===== src/hdl/kpd_pkg.sv =====
// ---------------------------------------------------------------------------
// kpd_pkg: shared types and constants of the key press detector
// Event codes, register indexes, register reset values and field widths.
// ---------------------------------------------------------------------------
`default_nettype none

package kpd_pkg;

  localparam int unsigned PressW   = 16;
  localparam int unsigned ReleaseW = 8;
  localparam int unsigned CfgDataW = 16;
  localparam int unsigned CfgIdxW  = 2;

  // Release must stay stable for more ticks than this before it counts
  localparam logic [ReleaseW-1:0] ReleaseStableTicks = ReleaseW'(50);

  localparam logic [PressW-1:0]   ShortThresholdRst   = PressW'(50);
  localparam logic [PressW-1:0]   LongThresholdRst    = PressW'(1000);
  localparam logic [PressW-1:0]   PressTimeLimitRst   = PressW'(3000);
  localparam logic [ReleaseW-1:0] ReleaseTimeLimitRst = ReleaseW'(255);

  typedef enum logic [1:0] {
    EvNone  = 2'd0,
    EvShort = 2'd1,
    EvLong  = 2'd2
  } press_event_e;

  typedef enum logic [CfgIdxW-1:0] {
    RegShortThreshold   = 2'd0,
    RegLongThreshold    = 2'd1,
    RegPressTimeLimit   = 2'd2,
    RegReleaseTimeLimit = 2'd3
  } cfg_reg_e;

endpackage

`default_nettype wire


===== src/hdl/key_short_long_press_detector.sv =====
// ---------------------------------------------------------------------------
// key_short_long_press_detector: short and long key press detection
// Tracks press and release timers from tick and scan words and reports a
// short or long press event in its result word with the held and hold marks.
// ---------------------------------------------------------------------------
//
//   channel | signals                                  | direction
//   --------+------------------------------------------+----------
//   in      | in_valid_i, in_ready_o, action_i,        | input word
//           | key_level_i                              |
//   out     | out_valid_o, out_ready_i, press_event_o, | result word
//           | key_held_o, radio_hold_o                 |
//   cfg     | cfg_we_i, cfg_idx_i, cfg_wdata_i         | register write
//
// One word per cycle unless a stalled result blocks the input; each result is
// loaded into the output register in the cycle after its word is accepted.
// The whole state update (two saturating counters, three compares and the
// flag logic) fits between the state registers and the output register.
// Reset clears all state marks and timers and loads the register
// defaults; there is no clearing pass.
// A stalled result holds in the output register; a new word is taken in the
// same cycle the held result leaves.
// ---------------------------------------------------------------------------
`default_nettype none

module key_short_long_press_detector (
  input  logic                           clk_i,
  input  logic                           rst_ni,
  // input words
  input  logic                           in_valid_i,
  output logic                           in_ready_o,
  input  logic                           action_i,
  input  logic                           key_level_i,
  // result words
  output logic                           out_valid_o,
  input  logic                           out_ready_i,
  output logic [1:0]                     press_event_o,
  output logic                           key_held_o,
  output logic                           radio_hold_o,
  // register writes
  input  logic                           cfg_we_i,
  input  logic [kpd_pkg::CfgIdxW-1:0]    cfg_idx_i,
  input  logic [kpd_pkg::CfgDataW-1:0]   cfg_wdata_i
);

  localparam int unsigned PW = kpd_pkg::PressW;
  localparam int unsigned RW = kpd_pkg::ReleaseW;

  // Configuration registers
  logic [PW-1:0] short_thr_q, long_thr_q, press_lim_q;
  logic [RW-1:0] release_lim_q;

  // Detector state
  logic          pressed_q, pressed_d;
  logic          released_q, released_d;
  logic [PW-1:0] press_ticks_q, press_ticks_d;
  logic [RW-1:0] release_ticks_q, release_ticks_d;
  logic          short_armed_q, short_armed_d;
  logic          long_fired_q, long_fired_d;
  logic          hold_q, hold_d;

  // Output register
  logic          out_valid_q;
  logic [1:0]    press_event_q;
  logic          key_held_q;
  logic          radio_hold_q;

  logic          in_accept;
  kpd_pkg::press_event_e event_d;

  // Saturating increments; the extra bit catches the wrap at full scale
  logic [PW:0]   press_inc;
  logic [RW:0]   release_inc;
  logic [PW-1:0] press_sat;
  logic [RW-1:0] release_sat;

  // Take a word whenever the output register is empty or drains this cycle
  assign in_ready_o = !out_valid_q || out_ready_i;
  assign in_accept  = in_valid_i && in_ready_o;

  // ---------------------------------------------------------------------
  // Configuration writes
  // ---------------------------------------------------------------------
  always_ff @(posedge clk_i or negedge rst_ni) begin
    if (!rst_ni) begin
      short_thr_q   <= kpd_pkg::ShortThresholdRst;
      long_thr_q    <= kpd_pkg::LongThresholdRst;
      press_lim_q   <= kpd_pkg::PressTimeLimitRst;
      release_lim_q <= kpd_pkg::ReleaseTimeLimitRst;
    end else if (cfg_we_i) begin
      unique case (kpd_pkg::cfg_reg_e'(cfg_idx_i))
        kpd_pkg::RegShortThreshold:   short_thr_q   <= cfg_wdata_i[PW-1:0];
        kpd_pkg::RegLongThreshold:    long_thr_q    <= cfg_wdata_i[PW-1:0];
        kpd_pkg::RegPressTimeLimit:   press_lim_q   <= cfg_wdata_i[PW-1:0];
        kpd_pkg::RegReleaseTimeLimit: release_lim_q <= cfg_wdata_i[RW-1:0];
        default: ;
      endcase
    end
  end

  // ---------------------------------------------------------------------
  // Next state and event
  // ---------------------------------------------------------------------
  assign press_inc   = {1'b0, press_ticks_q} + (PW+1)'(1);
  assign release_inc = {1'b0, release_ticks_q} + (RW+1)'(1);
  // Clamp to the limit, also when the timer already sits above a new limit
  assign press_sat   = (press_inc >= {1'b0, press_lim_q}) ? press_lim_q
                                                          : press_inc[PW-1:0];
  assign release_sat = (release_inc >= {1'b0, release_lim_q}) ? release_lim_q
                                                              : release_inc[RW-1:0];

  always_comb begin
    pressed_d       = pressed_q;
    released_d      = released_q;
    press_ticks_d   = press_ticks_q;
    release_ticks_d = release_ticks_q;
    short_armed_d   = short_armed_q;
    long_fired_d    = long_fired_q;
    hold_d          = hold_q;
    event_d         = kpd_pkg::EvNone;

    if (!action_i) begin
      // Tick: advance each timer while its mark is set
      if (pressed_q) begin
        press_ticks_d = press_sat;
      end
      if (released_q) begin
        release_ticks_d = release_sat;
      end
    end else if (key_level_i) begin
      if (!pressed_q) begin
        // Fresh press: restart both timers and all flags
        hold_d          = 1'b1;
        released_d      = 1'b0;
        pressed_d       = 1'b1;
        press_ticks_d   = '0;
        release_ticks_d = '0;
        short_armed_d   = 1'b0;
        long_fired_d    = 1'b0;
      end else begin
        // Still pressed (or pressed again before a stable release)
        if (press_ticks_q > short_thr_q && !short_armed_q) begin
          short_armed_d = 1'b1;
        end
        if (press_ticks_q > long_thr_q && !long_fired_q) begin
          long_fired_d = 1'b1;
          event_d      = kpd_pkg::EvLong;
        end
      end
    end else begin
      if (!released_q) begin
        // First release scan: start the release timer
        released_d      = 1'b1;
        release_ticks_d = '0;
      end else if (release_ticks_q > kpd_pkg::ReleaseStableTicks) begin
        // Release is stable: drop the press and report a short one if due
        pressed_d = 1'b0;
        hold_d    = 1'b0;
        if (short_armed_q && !long_fired_q) begin
          short_armed_d = 1'b0;
          event_d       = kpd_pkg::EvShort;
        end
      end
    end
  end

  // ---------------------------------------------------------------------
  // State registers: advance only on an accepted word
  // ---------------------------------------------------------------------
  always_ff @(posedge clk_i or negedge rst_ni) begin
    if (!rst_ni) begin
      pressed_q       <= 1'b0;
      released_q      <= 1'b0;
      press_ticks_q   <= '0;
      release_ticks_q <= '0;
      short_armed_q   <= 1'b0;
      long_fired_q    <= 1'b0;
      hold_q          <= 1'b0;
    end else if (in_accept) begin
      pressed_q       <= pressed_d;
      released_q      <= released_d;
      press_ticks_q   <= press_ticks_d;
      release_ticks_q <= release_ticks_d;
      short_armed_q   <= short_armed_d;
      long_fired_q    <= long_fired_d;
      hold_q          <= hold_d;
    end
  end

  // ---------------------------------------------------------------------
  // Output register: load on accept, drop once taken, hold while stalled
  // ---------------------------------------------------------------------
  always_ff @(posedge clk_i or negedge rst_ni) begin
    if (!rst_ni) begin
      out_valid_q <= 1'b0;
    end else if (in_ready_o) begin
      out_valid_q <= in_valid_i;
    end
  end

  always_ff @(posedge clk_i) begin
    if (in_accept) begin
      press_event_q <= event_d;
      key_held_q    <= pressed_d;
      radio_hold_q  <= hold_d;
    end
  end

  assign out_valid_o   = out_valid_q;
  assign press_event_o = press_event_q;
  assign key_held_o    = key_held_q;
  assign radio_hold_o  = radio_hold_q;

endmodule

`default_nettype wire


===== config.mk =====
export PLATFORM = sky130hd
export DESIGN_NAME = key_short_long_press_detector
export DESIGN_NICKNAME = d
export VERILOG_FILES = /design/src/hdl/kpd_pkg.sv /design/src/hdl/key_short_long_press_detector.sv
export SDC_FILE = /design/constraint.sdc
export NUM_CORES = 1
export LEC_CHECK = 0
export BUFFER_PORTS_ARGS = -buffer_cell sky130_fd_sc_hd__buf_4
export CORE_AREA = 5 5 89 132
export CTS_BUF_LIST = sky130_fd_sc_hd__clkbuf_8 sky130_fd_sc_hd__clkbuf_16
export DETAILED_ROUTE_END_ITERATION = 12
export DIE_AREA = 0 0 94 137
export PLACE_DENSITY = 0.68
export SYNTH_ARGS = -nofsm -noshare
export SYNTH_HDL_FRONTEND = slang
export SYNTH_SLANG_ARGS = --single-unit
export TNS_END_PERCENT = 50

===== constraint.sdc =====
create_clock -name clk_i -period 4.24 [get_ports clk_i]
set_clock_uncertainty 0.05 [all_clocks]
set_input_delay 0.424 -clock clk_i [delete_from_list [all_inputs] [get_ports clk_i]]
set_output_delay 0.424 -clock clk_i [all_outputs]
set_load 0.1 [all_outputs]

-- Yosys cells after proc, flatten, opt, wreduce, memory -nomap -nowiden
Cells that the tools add are included.
- register bits: 90
- output and inout port bits: 6
- muxes and demuxes: 36
- add/sub/neg operators: 2
- reduce and logical (&&, ||, !) cells: 23
- eq/ne operators: 10
- order comparisons: 5
- operators with widths (operator ; number):
    $mux W16 ; 5
    $mux W8 ; 6
    $gt A16 B16 Y1 ; 2
    $mux W1 ; 22
    $add A16 B1 Y17 const B ; 1
    $ge A17 B16 Y1 ; 1
    $reduce_and A4 Y1 ; 3
    $reduce_bool A2 Y1 ; 5
    $add A8 B1 Y9 const B ; 1
    $ge A9 B8 Y1 ; 1
    $gt A8 B6 Y1 const B ; 1
    $reduce_and A2 Y1 ; 4
    $mux W2 ; 3
    $ne A3 B3 Y1 const B ; 2
    $reduce_and A6 Y1 ; 1
    $eq A2 B2 Y1 const B ; 2
    $logic_and A1 B1 Y1 ; 4
    $ne A2 B1 Y1 const B ; 2
    $ne A2 B2 Y1 const B ; 2
    $logic_not A1 Y1 ; 3
    $ne A3 B2 Y1 const B ; 1
    $reduce_and A3 Y1 ; 1
    $eq A2 B1 Y1 const B ; 1
    $logic_not A2 Y1 ; 1
    $logic_or A1 B1 Y1 ; 1

-- Longest topological paths before layout
Gate-level depths: netlist of run 1.
- depth in word-level cells: 6
- mapped depth: 14

-- Least setup slack after synthesis of run 1
Ideal clock, no wire load.
- kind: reg2reg
- start: reg out_valid_q, in the netlist out_valid_o
- end: reg press_ticks_q[12]
- data arrival time: 3.097 ns
- buffers on the path: 3
- slack: 0.958 ns
- cell stages (with the launch flop): 8
- setup time: 0.135 ns
- required time: 4.055 ns
- cells stage by stage: dfrtp_1 > nand2b_1 > and2_1 > buf_2 > nand2_1 > clkbuf_1 > clkbuf_1 > o22ai_1
- cells in the longest elaborated chain, start to end: 4
- RTL lines (element ; line ; text):
    from (decl) ; key_short_long_press_detector.sv:63 ; logic out_valid_q;
    from (signal assigned) ; key_short_long_press_detector.sv:197 ; out_valid_q <= in_valid_i;
    $logic_not A1 Y1 ; key_short_long_press_detector.sv:78 ; assign in_ready_o = !out_valid_q || out_ready_i;
    $logic_or A1 B1 Y1 ; key_short_long_press_detector.sv:78 ;
    via in_ready_o ; key_short_long_press_detector.sv:31 ; output logic in_ready_o,
    $logic_and A1 B1 Y1 ; key_short_long_press_detector.sv:79 ; assign in_accept = in_valid_i && in_ready_o;
    via in_accept ; key_short_long_press_detector.sv:68 ; logic in_accept;
    $reduce_and A4 Y1 (no line) ; n/a ;
    to (signal assigned) ; key_short_long_press_detector.sv:182 ; press_ticks_q <= press_ticks_d;
    to (decl) ; key_short_long_press_detector.sv:56 ; logic [PW-1:0] press_ticks_q, press_ticks_d;
The timed path passes the listed nets, and every way through them passes these cells.
A chain may end at the register's enable or synchronous reset.

-- Worst setup path in the final report of run 1
- start: reg press_ticks_q[0]
- end: reg press_ticks_q[3]
- cells in the longest elaborated chain, start to end: 5
- RTL lines (element ; line ; text):
    $add A16 B1 Y17 (*) ; key_short_long_press_detector.sv:104 ; assign press_inc = {1'b0, press_ticks_q} + (PW+1)'(1);
    $ge A17 B16 Y1 ; key_short_long_press_detector.sv:107 ; assign press_sat = (press_inc >= {1'b0, press_lim_q}) ? press_lim_q
    $mux W16 (*) ; key_short_long_press_detector.sv:107 ;
    $mux W16 (*) ; key_short_long_press_detector.sv:124 ; if (pressed_q) begin
    $mux W16 (*) ; key_short_long_press_detector.sv:122 ; if (!action_i) begin
Mark *: on every way between the ends. The rest lies on a longest branch, timed or not. The select of a mux whose other input is x is not followed.

==> impl_metrics.yaml, run 1 <==
run_status:
  status: "finished, final reports clean"
yosys:
  synth_enable_flop_cells: 4
  synth.yosys.seq_area_share_pct: 41.4
  yosys.cell_types.count: 47
  yosys_warnings: 0
  ys_seq_elements: 90
  ys_dominant_reg_cell: "sky130_fd_sc_hd__dfrtp_1"
  syn_avg_cell_area_sq_um: 9.53
  synth_cells: 583
  syn-cell-area_sq_um: 5560
  mappedNetlistNets: 667
  async_flop_share_pct: 95.6
placed_design:
  gp_congestion: 0.877
  post_detailed_placement_half_perimeter_wirelength_mm: 9.31
  port_buffers: 30
  dp_slack_ns: 0.681
  placedInstanceArea_sq_um: 5920
cells_and_area:
  utilization_of_the_core_after_routing_pct: 59.3
  mostFrequentLayoutCell: "sky130_fd_sc_hd__inv_1"
  layout.cells.most_common_list: "sky130_fd_sc_hd__inv_1, sky130_fd_sc_hd__dfrtp_1, sky130_fd_sc_hd__ha_1, sky130_fd_sc_hd__nand2_1, sky130_fd_sc_hd__mux2_2"
  flow.area_growth_from_synthesis_pct: 11.9
  antenna-diode-count: 0
  final_area_sq_um: 6220
  finalNetCount: 694
  post_route_cells_drive_above_1_share_pct: 19.7
die:
  pin_count: 31
  core_sq_um: 10500
  dieArea_sq_um: 12900
  rows: 46
  start_util_pct: 53.0
  die_h_um: 137
  floorplan.die.width_um: 94
power_and_ir_drop:
  clockPowerShare_pct: 21.9
  design_power_total_w: 0.00362
  ir_worst_vdd_mv: 0.291
  power.combinational.fraction_pct: 40.3
  static-leakage-power_nw: 2.91
  pwr-share-seq_pct: 37.8
  switchingPower_w: 0.00143
  cell_internal_pwr_w: 0.00219
  switching_share_pct: 39.4
  power.density_cell_area_nw_per_um2: 583
clock_network:
  cts_tree: "done"
  clk_pin_slew_ns: 0.06
  postCtsHoldBufs: 0
  cts_buffers: 9
  clock-root-buffer: "sky130_fd_sc_hd__clkbuf_16"
  cts_resized: 0
  worstSkewPairLatency_ns: 0.35
  post-cts-setup-buffer-count: 0
  cts.sink_count: 90
  cts_buffer_depth: 2
  ctsHtreeMaxLevel: 3
global_routing:
  global_route.usage.total_pct: 20.7
  maximum_number_of_pins_on_one_net_before_global_route_repair: 51
  wire_length_of_the_first_global_routing_pass_mm: 20.7
  grt_pass1_vias: 4368
  gr-total-overflow: 0
  initial_antenna_violation_count: 0
timing:
  timing.final.ws_setup_ns: 0.648
  final.min_clock_period_ns: 3.59
  clock.fmax_ghz: 0.278
  setup_violations_final: 0
  drv_slew: 0
  max_slew.worst_pin.slew_ns: 1.11
  slew_headroom_pct: 25.8
  period_share_pct: 84.7
  rsz0062_at_grt: "false"
  finalHoldViolations: 0
  final.setup.tns_ns: 0
detailed_routing:
  route.antenna.remaining_nets: 0
  remaining_drc_errors: 0
  wl_final_mm: 12.5
  vias: 4230
  detailedRoute.firstIterationViolations: 212
  post_drt_via_cell_ratio: 5.57
  wl_per_cell_um: 16.4
  detail_route.first_pass.iterations: 6
setup_path:
  critical_path.startpoint: "press_ticks_q[0]"
  setup.worst_path.class: "register to register"
  crit-reg2reg-capture: "press_ticks_q[3]"
  arrival_ns: 3.77
  worst-path-max-fanout: 33
  critPathCapture: "press_ticks_q[3]"
  reg2reg_from: "press_ticks_q[0]"
  critical_path.startpoint_type: "register"
  timing.critical_path.to_type: "register"
  timing.reg2reg.worst_path_depth: 13
  required_ns: 4.42
  r2r_slack_ns: 0.65
run:
  timing.max_cap.violations: 0
hold_path:
  worstHoldPathType: "input port to async pin"
[cell usage after synthesis, types with 2 or more instances]
library cell / count / area, sq um
sky130_fd_sc_hd__and2_1: 3 / 18.8
sky130_fd_sc_hd__o31ai_1: 4 / 30.0
sky130_fd_sc_hd__a31oi_1: 5 / 31.3
sky130_fd_sc_hd__o21ai_1: 13 / 65.1
sky130_fd_sc_hd__nor2b_1: 5 / 31.3
sky130_fd_sc_hd__nand3_1: 11 / 55.1
sky130_fd_sc_hd__xor2_1: 7 / 61.3
sky130_fd_sc_hd__nor3_1: 11 / 55.1
sky130_fd_sc_hd__nand3b_1: 2 / 15.0
sky130_fd_sc_hd__nand2_1: 52 / 195
sky130_fd_sc_hd__a21o_1: 13 / 97.6
sky130_fd_sc_hd__dfstp_2: 24 / 631
sky130_fd_sc_hd__inv_1: 67 / 251
sky130_fd_sc_hd__a211oi_1: 2 / 15.0
sky130_fd_sc_hd__nor4_1: 2 / 12.5
sky130_fd_sc_hd__buf_2: 6 / 30.0
sky130_fd_sc_hd__mux2i_1: 2 / 20.0
sky130_fd_sc_hd__o22ai_1: 8 / 50.1
sky130_fd_sc_hd__nand4_1: 14 / 87.6
sky130_fd_sc_hd__nand2b_1: 6 / 37.5
sky130_fd_sc_hd__dfrtp_1: 62 / 1550
sky130_fd_sc_hd__a221o_1: 2 / 20.0
sky130_fd_sc_hd__nor3b_1: 3 / 22.5
sky130_fd_sc_hd__nor2_1: 35 / 131
sky130_fd_sc_hd__edfxtp_1: 4 / 120
sky130_fd_sc_hd__o21a_1: 2 / 15.0
sky130_fd_sc_hd__and3_1: 3 / 18.8
sky130_fd_sc_hd__ha_1: 59 / 738
sky130_fd_sc_hd__a21oi_1: 36 / 180
sky130_fd_sc_hd__xnor2_1: 13 / 114
sky130_fd_sc_hd__clkbuf_1: 10 / 37.5
sky130_fd_sc_hd__o21ai_0: 39 / 195
sky130_fd_sc_hd__buf_1: 2 / 7.51
sky130_fd_sc_hd__nor4b_1: 2 / 17.5
sky130_fd_sc_hd__mux2_2: 42 / 473
[layout make-up]
cell class	instances	area, sq um
Fill cell	911	4260
Clock buffer	9	225
Multi-Input combinational cell	408	2930
Sequential cell	90	2300
Clock inverter	7	70.1
Tap cell	144	180
Timing Repair Buffer	34	255
Inverter	67	251
[worst min path at each step]
stage | startpoint | end | slack, ns | cells past startpoint
after floorplan | rst_ni | hold_q | 0.08 | 0
after global placement | rst_ni | short_thr_q[2] | 0.43 | 1
after detailed placement | rst_ni | short_thr_q[2] | 0.44 | 1
after CTS | rst_ni | short_thr_q[2] | 0.07 | 1
after global routing | rst_ni | short_thr_q[2] | 0.10 | 1
final | rst_ni | short_thr_q[2] | 0.05 | 1
[state kept, by name (all words and copies together) (netlist names), 2 cells and up]
name and count:
release_lim_q 8, press_lim_q 16, press_ticks_q 16, release_ticks_q 8
long_thr_q 16, press_event_o 2, short_thr_q 16
[power groups by stage]
| stage | combinational [W] | clock, W | sequential (W) |
|---|---|---|---|
| 6_report | 0.00146 | 0.000793 | 0.00137 |
| 5_1_grt | 0.00166 | 0.000847 | 0.00140 |
| 4_1_cts | 0.00146 | 0.000808 | 0.00137 |
| 3_5_place_dp | 0.00145 | 0 | 0.00138 |
| 3_3_place_gp | 0.00139 | 0 | 0.00137 |
| 2_1_floorplan | 0.00109 | 0 | 0.00133 |
[metal layers]
metal | part of all wire (%) | global-route usage, %
met1 | 41 | 23.6
met2 | 53 | 36.7
met3 | 2.2 | 4.18
met4 | 4.2 | 10.0
met5 | 0 | 0
[logic make-up after synthesis]
group | after synthesis | share of synthesized area, %
XOR/XNOR | 20 | 3.15
adder cells (fa/ha/maj) | 59 | 13.3
buffers and inverters | 85 | 5.88
AO/OA/AOI/OAI | 130 | 13.8
multiplexers | 44 | 8.87
flip-flops | 90 | 41.4
AND/OR/NAND/NOR | 155 | 13.6
[through the flow]
stage,cells,hold WS (ns)
3_5_place_dp,743,0.442
2_1_floorplan,583,0.0784
3_3_place_gp,743,0.429
4_1_cts,759,0.0716
6_report,759,0.0516
5_1_grt,759,0.102
[worst max-delay path, stage by stage (launching register included)]
cell,delay [ns]
sky130_fd_sc_hd__dfrtp_1,0.45
sky130_fd_sc_hd__ha_1,0.26
sky130_fd_sc_hd__nand3_2,0.17
sky130_fd_sc_hd__nor3_1,0.33
sky130_fd_sc_hd__nand3_1,0.13
sky130_fd_sc_hd__xnor2_1,0.17
sky130_fd_sc_hd__ha_1,0.31
sky130_fd_sc_hd__nand3_1,0.10
sky130_fd_sc_hd__nor3_1,0.27
sky130_fd_sc_hd__o311ai_1,0.20
sky130_fd_sc_hd__o2111ai_4,0.38
sky130_fd_sc_hd__nor2_2,0.15
sky130_fd_sc_hd__a21o_1,0.22
sky130_fd_sc_hd__a221o_1,0.28
No activity file was read; power rests on OpenSTA's default activity.
==> run 2: changes to the inputs <==
==> constraint.sdc (replaced) <==
create_clock -name clk_i -period 3.6 [get_ports clk_i]
set_clock_uncertainty 0.05 [all_clocks]
set_input_delay 0.36 -clock clk_i [delete_from_list [all_inputs] [get_ports clk_i]]
set_output_delay 0.36 -clock clk_i [all_outputs]
set_load 0.1 [all_outputs]
==> run 2 against run 1 <==
Effect of this change:
- critical path depth rose by 1
- clock-buffer cell count did not move
- hold slack improved by 0.040 ns
- critical endpoint is now press_ticks_q[4]
- utilization grew 0.14 points
- power is 17% higher
- cell area grew 0.24%
- register-to-register slack got worse by 0.34 ns
- global-route usage up 0.41 points
- largest power group unchanged
- combinational power is 19% higher
==> impl_metrics.yaml, run 2 (synthesis results as in run 1) <==
setup_path:
  worstPathCellList: "ha_1, nand3_2, nor2_1, nand3_1, xnor2_1, ha_1, a21oi_1, o21a_1, o21a_1, o2111ai_4, buf_4, nor3_1, a21oi_1, o22ai_1"
  critical-path-slowest-cell: "sky130_fd_sc_hd__dfrtp_1"
  required_ns: 3.81
  arrival_ns: 3.50
  worst-path-max-fanout: 16
  worst_path_largest_cell_delay_ns: 0.45
  setup.worst_path.class: "register to register"
  timing.critical_path.to_type: "register"
  critical_path.startpoint_type: "register"
detailed_routing:
  route.antenna.remaining_nets: 0
  wl_per_cell_um: 16.3
  vias: 4193
  detail_route.first_pass.iterations: 4
  detailedRoute.firstIterationViolations: 233
  wl_final_mm: 12.4
  post_drt_via_cell_ratio: 5.50
  remaining_drc_errors: 0
run:
  timing.max_cap.violations: 0
timing:
  setup_violations_final: 0
  period_share_pct: 91.4
  final.min_clock_period_ns: 3.29
  hold-worst-slack_ns: 0.0918
  slew_headroom_pct: 25.8
  drv_slew: 0
  max_slew.worst_pin.slew_ns: 1.11
  final.setup.tns_ns: 0
  finalHoldViolations: 0
  rsz0062_at_grt: "false"
  clock.fmax_ghz: 0.304
clock_network:
  cts.sink_count: 90
  ctsHtreeMaxLevel: 3
  cts_buffer_depth: 2
  clk_pin_slew_ns: 0.06
  postCtsHoldBufs: 0
  worstSkewPairLatency_ns: 0.35
  cts_tree: "done"
  post-cts-setup-buffer-count: 0
  cts_resized: 0
  cts_buffers: 9
  clock-root-buffer: "sky130_fd_sc_hd__clkbuf_16"
die:
  rows: 46
  die_h_um: 137
  pin_count: 31
  dieArea_sq_um: 12900
  floorplan.die.width_um: 94
  start_util_pct: 53.0
  core_sq_um: 10500
power_and_ir_drop:
  power.density_cell_area_nw_per_um2: 681
  ir_worst_vdd_mv: 0.349
  static-leakage-power_nw: 2.93
placed_design:
  gp_congestion: 0.853
  place_inst: 746
  post_detailed_placement_half_perimeter_wirelength_mm: 9.41
  port_buffers: 30
cells_and_area:
  antenna-diode-count: 0
  layout.cells.most_common_list: "sky130_fd_sc_hd__inv_1, sky130_fd_sc_hd__dfrtp_1, sky130_fd_sc_hd__ha_1, sky130_fd_sc_hd__nand2_1, sky130_fd_sc_hd__mux2_2"
  final-instance-count-excl-fill: 762
  filler_cell_count: 935
  mostFrequentLayoutCell: "sky130_fd_sc_hd__inv_1"
  finalNetCount: 697
  post_route_cells_drive_above_1_share_pct: 20.7
  flow.area_growth_from_synthesis_pct: 12.2
global_routing:
  gr-total-overflow: 0
  global_route.usage.total_pct: 21.2
  grt_pass1_vias: 4412
  initial_antenna_violation_count: 0
  maximum_number_of_pins_on_one_net_before_global_route_repair: 74
  wire_length_of_the_first_global_routing_pass_mm: 21.2
hold_path:
  worstHoldPathType: "input port to async pin"
run_status:
  status: "finished, final reports clean"
-- run 2: final cells by class --
cell class	count	area [sq um]	area share, %
clock buffers	9	225	3.61
multi-input cells	408	2940	47.2
flip-flops and latches	90	2300	36.9
repair buffers	37	278	4.46
well taps	144	180	2.89
inverters	67	251	4.04
clock inverters	7	52.6	0.843
-- run 2: metal layers --
metal | vias up | GRT usage, % | wire [um]
met5 | - | 0 | 0
met4 | 0 | 10.6 | 390
met3 | 28 | 3.14 | 340
met2 | 66 | 37.2 | 6640
li1 | 2088 | - | -
met1 | 2011 | 24.8 | 5020
-- run 2: worst max-delay path, delay by kind of cell, from the launching register on --
| family | cells | cell delay, ns |
|---|---|---|
| AOI/OAI and AO/OA | 6 | 0.88 |
| xor gates and xnor gates | 1 | 0.22 |
| adders and majority gates | 2 | 0.56 |
| buffers and inverters | 1 | 0.26 |
| DFF | 1 | 0.45 |
| and+or+nand+nor | 4 | 0.77 |
-- run 2: final timing paths --
kind | startpoint | endpoint | slack, ns | cells past startpoint
max in group asynchronous | rst_ni | press_lim_q[14] | 2.69 | 2
hold reg to reg | press_lim_q[15] | press_lim_q[15] | 0.46 | 1
setup / recovery | press_ticks_q[0] | press_ticks_q[4] | 0.31 | 14
hold / removal | rst_ni | long_thr_q[0] | 0.09 | 1
setup reg to reg | press_ticks_q[0] | press_ticks_q[4] | 0.31 | 14
min in group clk_i | in_valid_i | out_valid_o | 0.16 | 2
-- run 2: stage by stage --
| step | util [%] | setup slack (ns) | power (W) | cell area [sq um] |
|---|---|---|---|---|
| 5_1_grt | 59.5 | 0.00829 | 0.00461 | 6230 |
| 6_report | 59.5 | 0.310 | 0.00424 | 6230 |
| 3_5_place_dp | 56.7 | 0.231 | 0.00336 | 5940 |
| 2_1_floorplan | - | 0.318 | 0.00286 | 5560 |
| 3_3_place_gp | 56.7 | 0.410 | 0.00328 | 5940 |
| 4_1_cts | 59.4 | 0.216 | 0.00427 | 6220 |
-- run 2: power breakdown --
part	switching, W	total [W]	internal [W]
Sequential	0.000299	0.00161	0.00131
Combinational	0.000987	0.00174	0.000757
Clock	0.000417	0.000891	0.000474
Total	0.00170	0.00424	0.00254
